==> src/e2h_pkg.sv <==
package e2h_pkg;

	localparam int unsigned RA_BITS = 24;
	localparam int unsigned DEC_BITS = 24;
	localparam int unsigned DAY_BITS = 16;
	localparam int unsigned TOD_BITS = 24;
	localparam int unsigned REG_BITS = 24;
	localparam int unsigned ALT_BITS = 24;
	localparam int unsigned AZ_BITS = 24;
	localparam int unsigned CHG_BITS = 25;

	localparam int unsigned IN_DATA_BITS = 88;
	localparam int unsigned OUT_DATA_BITS = 104;

	localparam logic [1:0] CFG_LATITUDE = 2'd0;
	localparam logic [1:0] CFG_LONGITUDE = 2'd1;
	localparam logic [1:0] CFG_ALT_LIMIT = 2'd2;

	localparam logic [31:0] QUARTER = 32'h4000_0000;
	localparam logic [31:0] EIGHTH = 32'h2000_0000;
	localparam logic [31:0] ONE_Q30 = 32'h4000_0000;
	localparam logic [31:0] PI_Q30 = 32'd3373259426;

	localparam logic [127:0] C0_WIDE = ((128'd10046 << 64) + 128'd18000) / 128'd36000;
	localparam logic [127:0] C1_WIDE = ((128'd985647 << 64) + 128'd180000000) / 128'd360000000;
	localparam logic [63:0] LST_C0 = C0_WIDE[63:0];
	localparam logic [63:0] LST_C1 = C1_WIDE[63:0];

	localparam int unsigned QUEUE_DEPTH = 2;

	typedef struct packed {
		logic [31:0] ha;
		logic [31:0] dec;
	} e2h_item_t;

	typedef struct packed {
		logic req;
		logic [31:0] angle;
	} e2h_sin_req_t;

	typedef struct packed {
		logic done;
		logic signed [31:0] value;
	} e2h_sin_rsp_t;

	typedef enum logic [2:0] {
		F_IDLE,
		F_MUL,
		F_LON,
		F_TOD,
		F_RA,
		F_PUSH
	} e2h_front_state_t;

	typedef enum logic [3:0] {
		SN_IDLE,
		SN_RAD,
		SN_RND,
		SN_SQ,
		SN_INIT,
		SN_TM,
		SN_RC,
		SN_RM,
		SN_FIX,
		SN_FIN
	} e2h_sine_state_t;

	typedef enum logic [4:0] {
		B_IDLE,
		B_SD,
		B_CD,
		B_SL,
		B_CL,
		B_CH,
		B_SH,
		B_P1,
		B_P2,
		B_P3,
		B_P4,
		B_P5,
		B_ASTEP,
		B_ASIN,
		B_AEND,
		B_CA,
		B_P6,
		B_P7,
		B_P8,
		B_DIVS,
		B_DIV,
		B_DEND,
		B_OUT
	} e2h_back_state_t;

	function automatic logic [7:0] series_div(input logic want_cos, input logic [2:0] k);
		logic [7:0] d;
		unique case ({want_cos, k})
			4'b0001: d = 8'd6;
			4'b0010: d = 8'd20;
			4'b0011: d = 8'd42;
			4'b0100: d = 8'd72;
			4'b0101: d = 8'd110;
			4'b0110: d = 8'd156;
			4'b0111: d = 8'd210;
			4'b1001: d = 8'd2;
			4'b1010: d = 8'd12;
			4'b1011: d = 8'd30;
			4'b1100: d = 8'd56;
			4'b1101: d = 8'd90;
			4'b1110: d = 8'd132;
			4'b1111: d = 8'd182;
			default: d = 8'd1;
		endcase
		return d;
	endfunction

	function automatic logic [31:0] series_rcp(input logic want_cos, input logic [2:0] k);
		logic [31:0] m;
		unique case ({want_cos, k})
			4'b0001: m = 32'd715827882;
			4'b0010: m = 32'd214748364;
			4'b0011: m = 32'd102261126;
			4'b0100: m = 32'd59652323;
			4'b0101: m = 32'd39045157;
			4'b0110: m = 32'd27531841;
			4'b0111: m = 32'd20452225;
			4'b1001: m = 32'd2147483648;
			4'b1010: m = 32'd357913941;
			4'b1011: m = 32'd143165576;
			4'b1100: m = 32'd76695844;
			4'b1101: m = 32'd47721858;
			4'b1110: m = 32'd32537631;
			4'b1111: m = 32'd23598721;
			default: m = 32'hFFFF_FFFF;
		endcase
		return m;
	endfunction

endpackage

==> src/e2h_back.sv <==
module e2h_back #(
	parameter int ANGLE_BITS = 24
) (
	input  logic                                 clk,
	input  logic                                 arst_n,
	input  logic                                 in_valid,
	output logic                                 in_ready,
	input  e2h_pkg::e2h_item_t                   in_item,
	input  logic signed [e2h_pkg::REG_BITS-1:0]  latitude,
	input  logic signed [e2h_pkg::REG_BITS-1:0]  altitude_limit,
	output e2h_pkg::e2h_sin_req_t                sin_req,
	input  e2h_pkg::e2h_sin_rsp_t                sin_rsp,
	output logic                                 out_valid,
	input  logic                                 out_ready,
	output logic signed [e2h_pkg::ALT_BITS-1:0]  altitude,
	output logic [e2h_pkg::AZ_BITS-1:0]          azimuth,
	output logic signed [e2h_pkg::CHG_BITS-1:0]  altitude_change,
	output logic signed [e2h_pkg::CHG_BITS-1:0]  azimuth_change,
	output logic                                 below_horizon
);

	localparam int SH = 32 - ANGLE_BITS;
	localparam logic [33:0] HALF = (34'd1 << SH) >> 1;
	localparam logic [33:0] AB_MASK = (34'd1 << ANGLE_BITS) - 34'd1;

	e2h_pkg::e2h_back_state_t state_q, state_d;

	logic [31:0] ha_q, dec_q;
	logic signed [31:0] sd_q, cd_q, sl_q, cl_q, ch_q, ca_q;
	logic sh_pos_q;
	logic [61:0] mp_q;
	logic mneg_q;
	logic signed [31:0] m1_q, m2_q, sa_q, alt_q, b2_q;
	logic signed [32:0] b1_q;
	logic [31:0] am_q, th_q, az_q;
	logic asg_q, pass2_q;
	logic [4:0] bit_q;
	logic [30:0] rem_q, dv_q;
	logic [29:0] quo_q;
	logic [4:0] dcnt_q;
	logic out_valid_q;
	logic [e2h_pkg::ALT_BITS-1:0] last_alt_q;
	logic [e2h_pkg::AZ_BITS-1:0] last_az_q;

	logic [31:0] lat32;
	logic signed [31:0] ma, mb;
	logic [30:0] ma_abs, mb_abs;
	logic signed [31:0] rnd;
	logic [61:0] rnd_sum;
	logic [31:0] cand;
	logic cand_over;
	logic signed [32:0] sa_sum;
	logic signed [32:0] asin;
	logic [31:0] az_base;
	logic [32:0] n_abs;
	logic [30:0] d_abs;
	logic [31:0] rs;
	logic out_load;
	logic signed [33:0] alt_r;
	logic [33:0] az_r;
	logic [e2h_pkg::ALT_BITS-1:0] alt_o;
	logic [e2h_pkg::AZ_BITS-1:0] az_o;

	assign lat32 = {{(32-e2h_pkg::REG_BITS){latitude[e2h_pkg::REG_BITS-1]}}, latitude} << SH;
	assign ma_abs = ma[31] ? 31'(-ma) : ma[30:0];
	assign mb_abs = mb[31] ? 31'(-mb) : mb[30:0];
	assign rnd_sum = mp_q + 62'h2000_0000;
	assign rnd = mneg_q ? -$signed({1'b0, rnd_sum[60:30]}) : $signed({1'b0, rnd_sum[60:30]});
	assign cand = th_q | (32'd1 << bit_q);
	assign cand_over = (cand > e2h_pkg::QUARTER);
	assign sa_sum = 33'(m1_q) + 33'(rnd);
	assign asin = asg_q ? -$signed({1'b0, th_q}) : $signed({1'b0, th_q});
	assign az_base = e2h_pkg::QUARTER - asin[31:0];
	assign n_abs = b1_q[32] ? 33'(-b1_q) : b1_q;
	assign d_abs = b2_q[31] ? 31'(-b2_q) : b2_q[30:0];
	assign rs = {rem_q, 1'b0};
	assign out_load = (state_q == e2h_pkg::B_OUT) && (!out_valid_q || out_ready);
	assign alt_r = ($signed({{2{alt_q[31]}}, alt_q}) + $signed(HALF)) >>> SH;
	assign az_r = ((({2'b00, az_q}) + HALF) >> SH) & AB_MASK;
	assign alt_o = alt_r[e2h_pkg::ALT_BITS-1:0];
	assign az_o = az_r[e2h_pkg::AZ_BITS-1:0];

	always_comb begin
		ma = sd_q;
		mb = sl_q;
		unique case (state_q)
			e2h_pkg::B_P2: begin
				ma = cd_q;
				mb = cl_q;
			end
			e2h_pkg::B_P4: begin
				ma = m2_q;
				mb = ch_q;
			end
			e2h_pkg::B_P6: begin
				ma = sa_q;
				mb = sl_q;
			end
			e2h_pkg::B_P7: begin
				ma = ca_q;
				mb = cl_q;
			end
			default: ;
		endcase
	end

	always_comb begin
		state_d = state_q;
		unique case (state_q)
			e2h_pkg::B_IDLE: if (in_valid) state_d = e2h_pkg::B_SD;
			e2h_pkg::B_SD: if (sin_rsp.done) state_d = e2h_pkg::B_CD;
			e2h_pkg::B_CD: if (sin_rsp.done) state_d = e2h_pkg::B_SL;
			e2h_pkg::B_SL: if (sin_rsp.done) state_d = e2h_pkg::B_CL;
			e2h_pkg::B_CL: if (sin_rsp.done) state_d = e2h_pkg::B_CH;
			e2h_pkg::B_CH: if (sin_rsp.done) state_d = e2h_pkg::B_SH;
			e2h_pkg::B_SH: if (sin_rsp.done) state_d = e2h_pkg::B_P1;
			e2h_pkg::B_P1: state_d = e2h_pkg::B_P2;
			e2h_pkg::B_P2: state_d = e2h_pkg::B_P3;
			e2h_pkg::B_P3: state_d = e2h_pkg::B_P4;
			e2h_pkg::B_P4: state_d = e2h_pkg::B_P5;
			e2h_pkg::B_P5: state_d = e2h_pkg::B_ASTEP;
			e2h_pkg::B_ASTEP: begin
				if (!cand_over) state_d = e2h_pkg::B_ASIN;
				else if (bit_q == '0) state_d = e2h_pkg::B_AEND;
			end
			e2h_pkg::B_ASIN: begin
				if (sin_rsp.done) state_d = (bit_q == '0) ? e2h_pkg::B_AEND : e2h_pkg::B_ASTEP;
			end
			e2h_pkg::B_AEND: state_d = pass2_q ? e2h_pkg::B_OUT : e2h_pkg::B_CA;
			e2h_pkg::B_CA: if (sin_rsp.done) state_d = e2h_pkg::B_P6;
			e2h_pkg::B_P6: state_d = e2h_pkg::B_P7;
			e2h_pkg::B_P7: state_d = e2h_pkg::B_P8;
			e2h_pkg::B_P8: state_d = e2h_pkg::B_DIVS;
			e2h_pkg::B_DIVS: begin
				if (b2_q == '0) state_d = e2h_pkg::B_OUT;
				else if (n_abs >= {2'b00, d_abs}) state_d = e2h_pkg::B_ASTEP;
				else state_d = e2h_pkg::B_DIV;
			end
			e2h_pkg::B_DIV: if (dcnt_q == 5'd29) state_d = e2h_pkg::B_DEND;
			e2h_pkg::B_DEND: state_d = e2h_pkg::B_ASTEP;
			e2h_pkg::B_OUT: if (out_load) state_d = e2h_pkg::B_IDLE;
			default: state_d = e2h_pkg::B_IDLE;
		endcase
	end

	always_comb begin
		in_ready = (state_q == e2h_pkg::B_IDLE);
		sin_req.req = 1'b1;
		sin_req.angle = dec_q;
		unique case (state_q)
			e2h_pkg::B_SD: sin_req.angle = dec_q;
			e2h_pkg::B_CD: sin_req.angle = dec_q + e2h_pkg::QUARTER;
			e2h_pkg::B_SL: sin_req.angle = lat32;
			e2h_pkg::B_CL: sin_req.angle = lat32 + e2h_pkg::QUARTER;
			e2h_pkg::B_CH: sin_req.angle = ha_q + e2h_pkg::QUARTER;
			e2h_pkg::B_SH: sin_req.angle = ha_q;
			e2h_pkg::B_ASIN: sin_req.angle = cand;
			e2h_pkg::B_CA: sin_req.angle = alt_q + e2h_pkg::QUARTER;
			default: sin_req.req = 1'b0;
		endcase
	end

	always_ff @(posedge clk or negedge arst_n) begin
		if (!arst_n) begin
			state_q <= e2h_pkg::B_IDLE;
			out_valid_q <= 1'b0;
			last_alt_q <= '0;
			last_az_q <= '0;
		end else begin
			state_q <= state_d;
			if (out_load) begin
				out_valid_q <= 1'b1;
				last_alt_q <= alt_o;
				last_az_q <= az_o;
			end else if (out_ready) begin
				out_valid_q <= 1'b0;
			end
		end
	end

	always_ff @(posedge clk) begin
		unique case (state_q)
			e2h_pkg::B_IDLE: begin
				if (in_valid) begin
					ha_q <= in_item.ha;
					dec_q <= in_item.dec;
				end
			end
			e2h_pkg::B_SD: if (sin_rsp.done) sd_q <= sin_rsp.value;
			e2h_pkg::B_CD: if (sin_rsp.done) cd_q <= sin_rsp.value;
			e2h_pkg::B_SL: if (sin_rsp.done) sl_q <= sin_rsp.value;
			e2h_pkg::B_CL: if (sin_rsp.done) cl_q <= sin_rsp.value;
			e2h_pkg::B_CH: if (sin_rsp.done) ch_q <= sin_rsp.value;
			e2h_pkg::B_SH: if (sin_rsp.done) sh_pos_q <= (sin_rsp.value > 0);
			e2h_pkg::B_CA: if (sin_rsp.done) ca_q <= sin_rsp.value;
			e2h_pkg::B_P1, e2h_pkg::B_P4, e2h_pkg::B_P6: begin
				mp_q <= ma_abs * mb_abs;
				mneg_q <= ma[31] ^ mb[31];
			end
			e2h_pkg::B_P2: begin
				m1_q <= rnd;
				mp_q <= ma_abs * mb_abs;
				mneg_q <= ma[31] ^ mb[31];
			end
			e2h_pkg::B_P3: m2_q <= rnd;
			e2h_pkg::B_P5: begin
				if (sa_sum > $signed({1'b0, e2h_pkg::ONE_Q30})) sa_q <= e2h_pkg::ONE_Q30;
				else if (sa_sum < -$signed({1'b0, e2h_pkg::ONE_Q30})) sa_q <= -e2h_pkg::ONE_Q30;
				else sa_q <= sa_sum[31:0];
				if (sa_sum > $signed({1'b0, e2h_pkg::ONE_Q30})
					|| sa_sum < -$signed({1'b0, e2h_pkg::ONE_Q30})) begin
					am_q <= e2h_pkg::ONE_Q30;
				end else begin
					am_q <= sa_sum[32] ? 32'(-sa_sum) : sa_sum[31:0];
				end
				asg_q <= sa_sum[32];
				th_q <= '0;
				bit_q <= 5'd30;
				pass2_q <= 1'b0;
			end
			e2h_pkg::B_ASTEP: begin
				if (cand_over && bit_q != '0) bit_q <= bit_q - 1'b1;
			end
			e2h_pkg::B_ASIN: begin
				if (sin_rsp.done) begin
					if (sin_rsp.value <= $signed(am_q)) th_q <= cand;
					if (bit_q != '0) bit_q <= bit_q - 1'b1;
				end
			end
			e2h_pkg::B_AEND: begin
				if (!pass2_q) alt_q <= asin[31:0];
				else az_q <= sh_pos_q ? (32'd0 - az_base) : az_base;
			end
			e2h_pkg::B_P7: begin
				b1_q <= 33'(sd_q) - 33'(rnd);
				mp_q <= ma_abs * mb_abs;
				mneg_q <= ma[31] ^ mb[31];
			end
			e2h_pkg::B_P8: b2_q <= rnd;
			e2h_pkg::B_DIVS: begin
				asg_q <= b1_q[32] ^ b2_q[31];
				th_q <= '0;
				bit_q <= 5'd30;
				pass2_q <= 1'b1;
				am_q <= e2h_pkg::ONE_Q30;
				rem_q <= n_abs[30:0];
				dv_q <= d_abs;
				quo_q <= '0;
				dcnt_q <= '0;
				if (b2_q == '0) az_q <= '0;
			end
			e2h_pkg::B_DIV: begin
				if (rs >= {1'b0, dv_q}) begin
					rem_q <= 31'(rs - {1'b0, dv_q});
					quo_q <= {quo_q[28:0], 1'b1};
				end else begin
					rem_q <= rs[30:0];
					quo_q <= {quo_q[28:0], 1'b0};
				end
				dcnt_q <= dcnt_q + 1'b1;
			end
			e2h_pkg::B_DEND: am_q <= {2'b00, quo_q};
			e2h_pkg::B_OUT: begin
				if (out_load) begin
					altitude <= alt_o;
					azimuth <= az_o;
					altitude_change <= $signed({alt_o[e2h_pkg::ALT_BITS-1], alt_o})
						- $signed({last_alt_q[e2h_pkg::ALT_BITS-1], last_alt_q});
					azimuth_change <= $signed({1'b0, az_o} - {1'b0, last_az_q});
					below_horizon <= ($signed(alt_o) <= altitude_limit);
				end
			end
			default: ;
		endcase
	end

	assign out_valid = out_valid_q;

endmodule

==> config.mk <==
export PLATFORM = sky130hd
export DESIGN_NAME = e2h_back
export DESIGN_NICKNAME = d
export VERILOG_FILES = /design/src/e2h_pkg.sv /design/src/e2h_back.sv
export SDC_FILE = /design/constraint.sdc
export NUM_CORES = 2
export LEC_CHECK = 0
export BUFFER_PORTS_ARGS = -buffer_cell sky130_fd_sc_hd__clkbuf_2
export CAP_MARGIN = 10
export CORE_MARGIN = 10
export CORE_UTILIZATION = 50
export DETAILED_ROUTE_END_ITERATION = 8
export PLACE_DENSITY = 0.67
export RECOVER_POWER = 50
export SETUP_SLACK_MARGIN = 0.5
export SYNTH_ARGS = -nofsm -noshare
export SYNTH_HDL_FRONTEND = slang
export SYNTH_SLANG_ARGS = --single-unit
==> constraint.sdc <==
create_clock -name clk -period 14.7 [get_ports clk]
set_clock_uncertainty 0.15 [all_clocks]
set_input_delay 2.205 -clock clk [delete_from_list [all_inputs] [get_ports clk]]
set_output_delay 2.205 -clock clk [all_outputs]
set_load 0.02 [all_outputs]
==> summary.md <==
| Metric | Value |
|---|---|
| Status | finished, violations left |
| Failing checks | capacitance limit, slew limit |
| Min-Delay Path Class | flop to flop |
| Setup violators final | 0 |
| H-tree depth | 3 |
| Antenna viol nets, final | 0 |
| Count leader, synth | inv_1 |
| CP arrival | 13.75 ns |
| Critical path's largest stage delay | 1.04 ns |
| Synth Flop Type | edfxtp_1 |
| Worst EP required | 14.97 ns |
| Worst hold start | last_az_q[0] |
| I/O pin count | 283 |
| Overall global routing resource usage | 26.8% |
| Final setup TNS | 0 ns |
| Cells after Synth | 7686 |
| Hold-fix buffers, CTS | 0 |
| Iter 0 DRT Violations | 5201 |
| Residual DRC | 0 |
| Root buffer cell | clkbuf_16 |
| Initial antenna violation count | 17 |
| Initial core utilization | 50.1% |
| Routed Wire Length | 226 mm |
| Gpl congestion | 0.964 |
| Pins Over Slew Limit | 712 |
| Most frequent cells after synthesis | 1150 x inv_1, 906 x nor2_1, 840 x fa_1 |
| Via count | 57800 |
| First-pass GRT wire length | 351 mm |
| Vias per cell | 5.77 |
| Max Cap Viol | 13 |
| Post-CTS Repair Setup Buffers | 0 |
| Total die area | 168000 µm² |
| Syn_area_per_cell | 9.89 µm² |
| Die Y | 410 µm |
| Area leader, netlist | edfxtp_1 |
| Least-Margin Pin Slew | 8.36 ns |
| Fin crit share | 91.7% |
| DR WL/cell | 22.5 µm |
| Share of cells above drive strength 1 | 8.36% |
| CTS tree | built |
| Fmax achieved | 74.2 MHz |
| Area of the mapped netlist | 76000 µm² |
| Num rows | 143 |
| Die X | 410 µm |
| Final min period | 13.48 ns |
| CTS clk-pin slew, worst paths | 0.07 ns |
| Worst slew margin | -457% |
| Worst R2R Path Depth | 38 |
| Worst setup EP type | flop |
| Reg-to-Reg End | mp_q[60] |
| Number of port buffers | 282 |
| Final net count | 9407 |
| Largest Register | b1_q |
| Hold Fails Final Rpt | 0 |
| Flop-to-flop setup slack | 1.22 ns |
| Fill count | 13300 |
| Inserted Clock Buffers | 84 |
| Number of global-route vias before repair | 59600 |
| Crit path kind | flop to flop |
| Post-synthesis register bit count | 829 |
| Asr flop ratio synth | 6.51% |
| Hold depth | 1 |
| Share of the synthesized area in the top cell type | 30.6% |
| Clk Latency, worst-skew pair | 0.69 ns |
| CP dominant cell by count | fa_1 |
| Overflow after GRT | 0 |
| Worst Hold Endpoint | last_az_q[0] |
| Largest net degree at the start of global routing | 194 |
| Slowest stage cell on the critical path | xnor2_2 |
| Yosys cell types | 93 |
| Max reg flops | 33 |
| Crit Path Max Fanout | 29 |
| Post-layout util | 55.0% |
| First drt pass iteration count | 7 |
| Unrepaired setup endpoints after global routing | no |
| Syn nets | 9169 |
| Reg2reg start | state_q[1] |
| Longest Clk Path Bufs | 3 |
| Area contributors post-synth | edfxtp_1 31%, fa_1 22%, ha_1 8.1% |
| Core area | 152000 µm² |
| Post-DP HPWL | 176 mm |
| Sequential-to-total area share from yosys stat | 32.4% |
| Post-synth EDFFs | 775 |
| Area Overhead vs Synth | 9.68% |
| CTS Sinks | 829 |
| Syn. warnings | 0 |
| Critical path startpoint category | flop |
## worst max-delay path: cells and delay by family, from the launching register on
kind	cells	cell delay [ns]
AOI/OAI and AO/OA	11	2.85
xor gates and xnor gates	1	1.04
adders and majority gates	10	4.68
buffers and inverters	5	0.53
DFF	1	0.68
and+or+nand+nor	11	3.27
## worst max-delay path by stage
stage               start       end  slack, ns
2_1_floorplan  state_q[2]  mp_q[60]       2.82
3_3_place_gp   state_q[1]  mp_q[60]       1.42
3_5_place_dp   state_q[0]  mp_q[60]       1.24
4_1_cts        state_q[0]  mp_q[59]       1.22
5_1_grt        state_q[1]  mp_q[60]       0.44
6_report       state_q[1]  mp_q[60]       1.22
## through the flow
step           instances  setup slack, ns  hold WS (ns)  instance area (µm²)
3_3_place_gp        9864             1.42         0.347                80600
4_1_cts            10000             1.22         0.377                83500
5_1_grt            10000            0.442         0.379                83300
2_1_floorplan       7686             2.82         0.333                76000
3_5_place_dp        9867             1.24         0.362                80700
6_report           10000             1.22         0.379                83300
## cell type report
| cell class | count | area [µm²] | share of cell area (%) |
|---|---|---|---|
| clock inverter | 52 | 563 | 0.676 |
| sequential | 829 | 24600 | 29.5 |
| tap | 2030 | 2540 | 3.05 |
| inverter | 1153 | 4330 | 5.19 |
| multi-input combinational | 5389 | 46300 | 55.6 |
| timing repair buffer | 467 | 2660 | 3.19 |
| clock buffer | 103 | 2270 | 2.72 |
| antenna | 6 | 15.0 | 0.0180 |
## logic make-up after synthesis
family | count (synthesis) | share of synthesized area, %
other | 1 | 0.00493
flip-flops | 829 | 32.4
AO/OA/AOI/OAI | 1086 | 9.41
multiplexers | 17 | 0.234
buffers and inverters | 1468 | 7.28
adder cells (fa/ha/maj) | 1334 | 30.3
AND/OR/NAND/NOR | 2421 | 14.3
XOR/XNOR | 530 | 6.13
## layer usage
layer | part of all wire [%] | routed length (µm) | track usage [%] | up-vias
met5 | 0.085 | 192 | 0 | -
met2 | 45 | 101000 | 42.0 | 2674
li1 | - | - | - | 25900
met3 | 10 | 23600 | 6.69 | 570
met1 | 41 | 91600 | 36.1 | 28700
met4 | 4.3 | 9780 | 9.56 | 20
## cells in the final DEF (no fill, tap or decap), types with 38 or more instances in the layout
master,instances
o21ai_0,246
ha_1,494
o31ai_1,38
nand3_1,129
buf_4,157
or3_1,43
a21o_1,75
a21oi_1,243
xnor2_1,316
or2_2,46
nand4_1,73
nor2_1,901
and3_1,71
clkbuf_2,242
fa_1,840
a22oi_1,79
clkbuf_16,87
nand2_1,755
inv_1,1150
a221o_1,53
edfxtp_1,775
nand2b_1,55
dfrtp_1,52
o21a_1,48
a31oi_1,54
nor2b_1,76
xor2_1,167
clkbuf_1,80
nor3_1,97
## timing repair
| action | in CTS | in global routing |
|---|---|---|
| hold endpoints to repair | 0 | 0 |
| endpoints found under the setup margin | 0 | 3 |
| gates resized for setup | 0 | 7 |
Power is left out: the tool's default activity adds up to more than one toggle a clock period on the data nets, which glitch-free logic cannot reach.
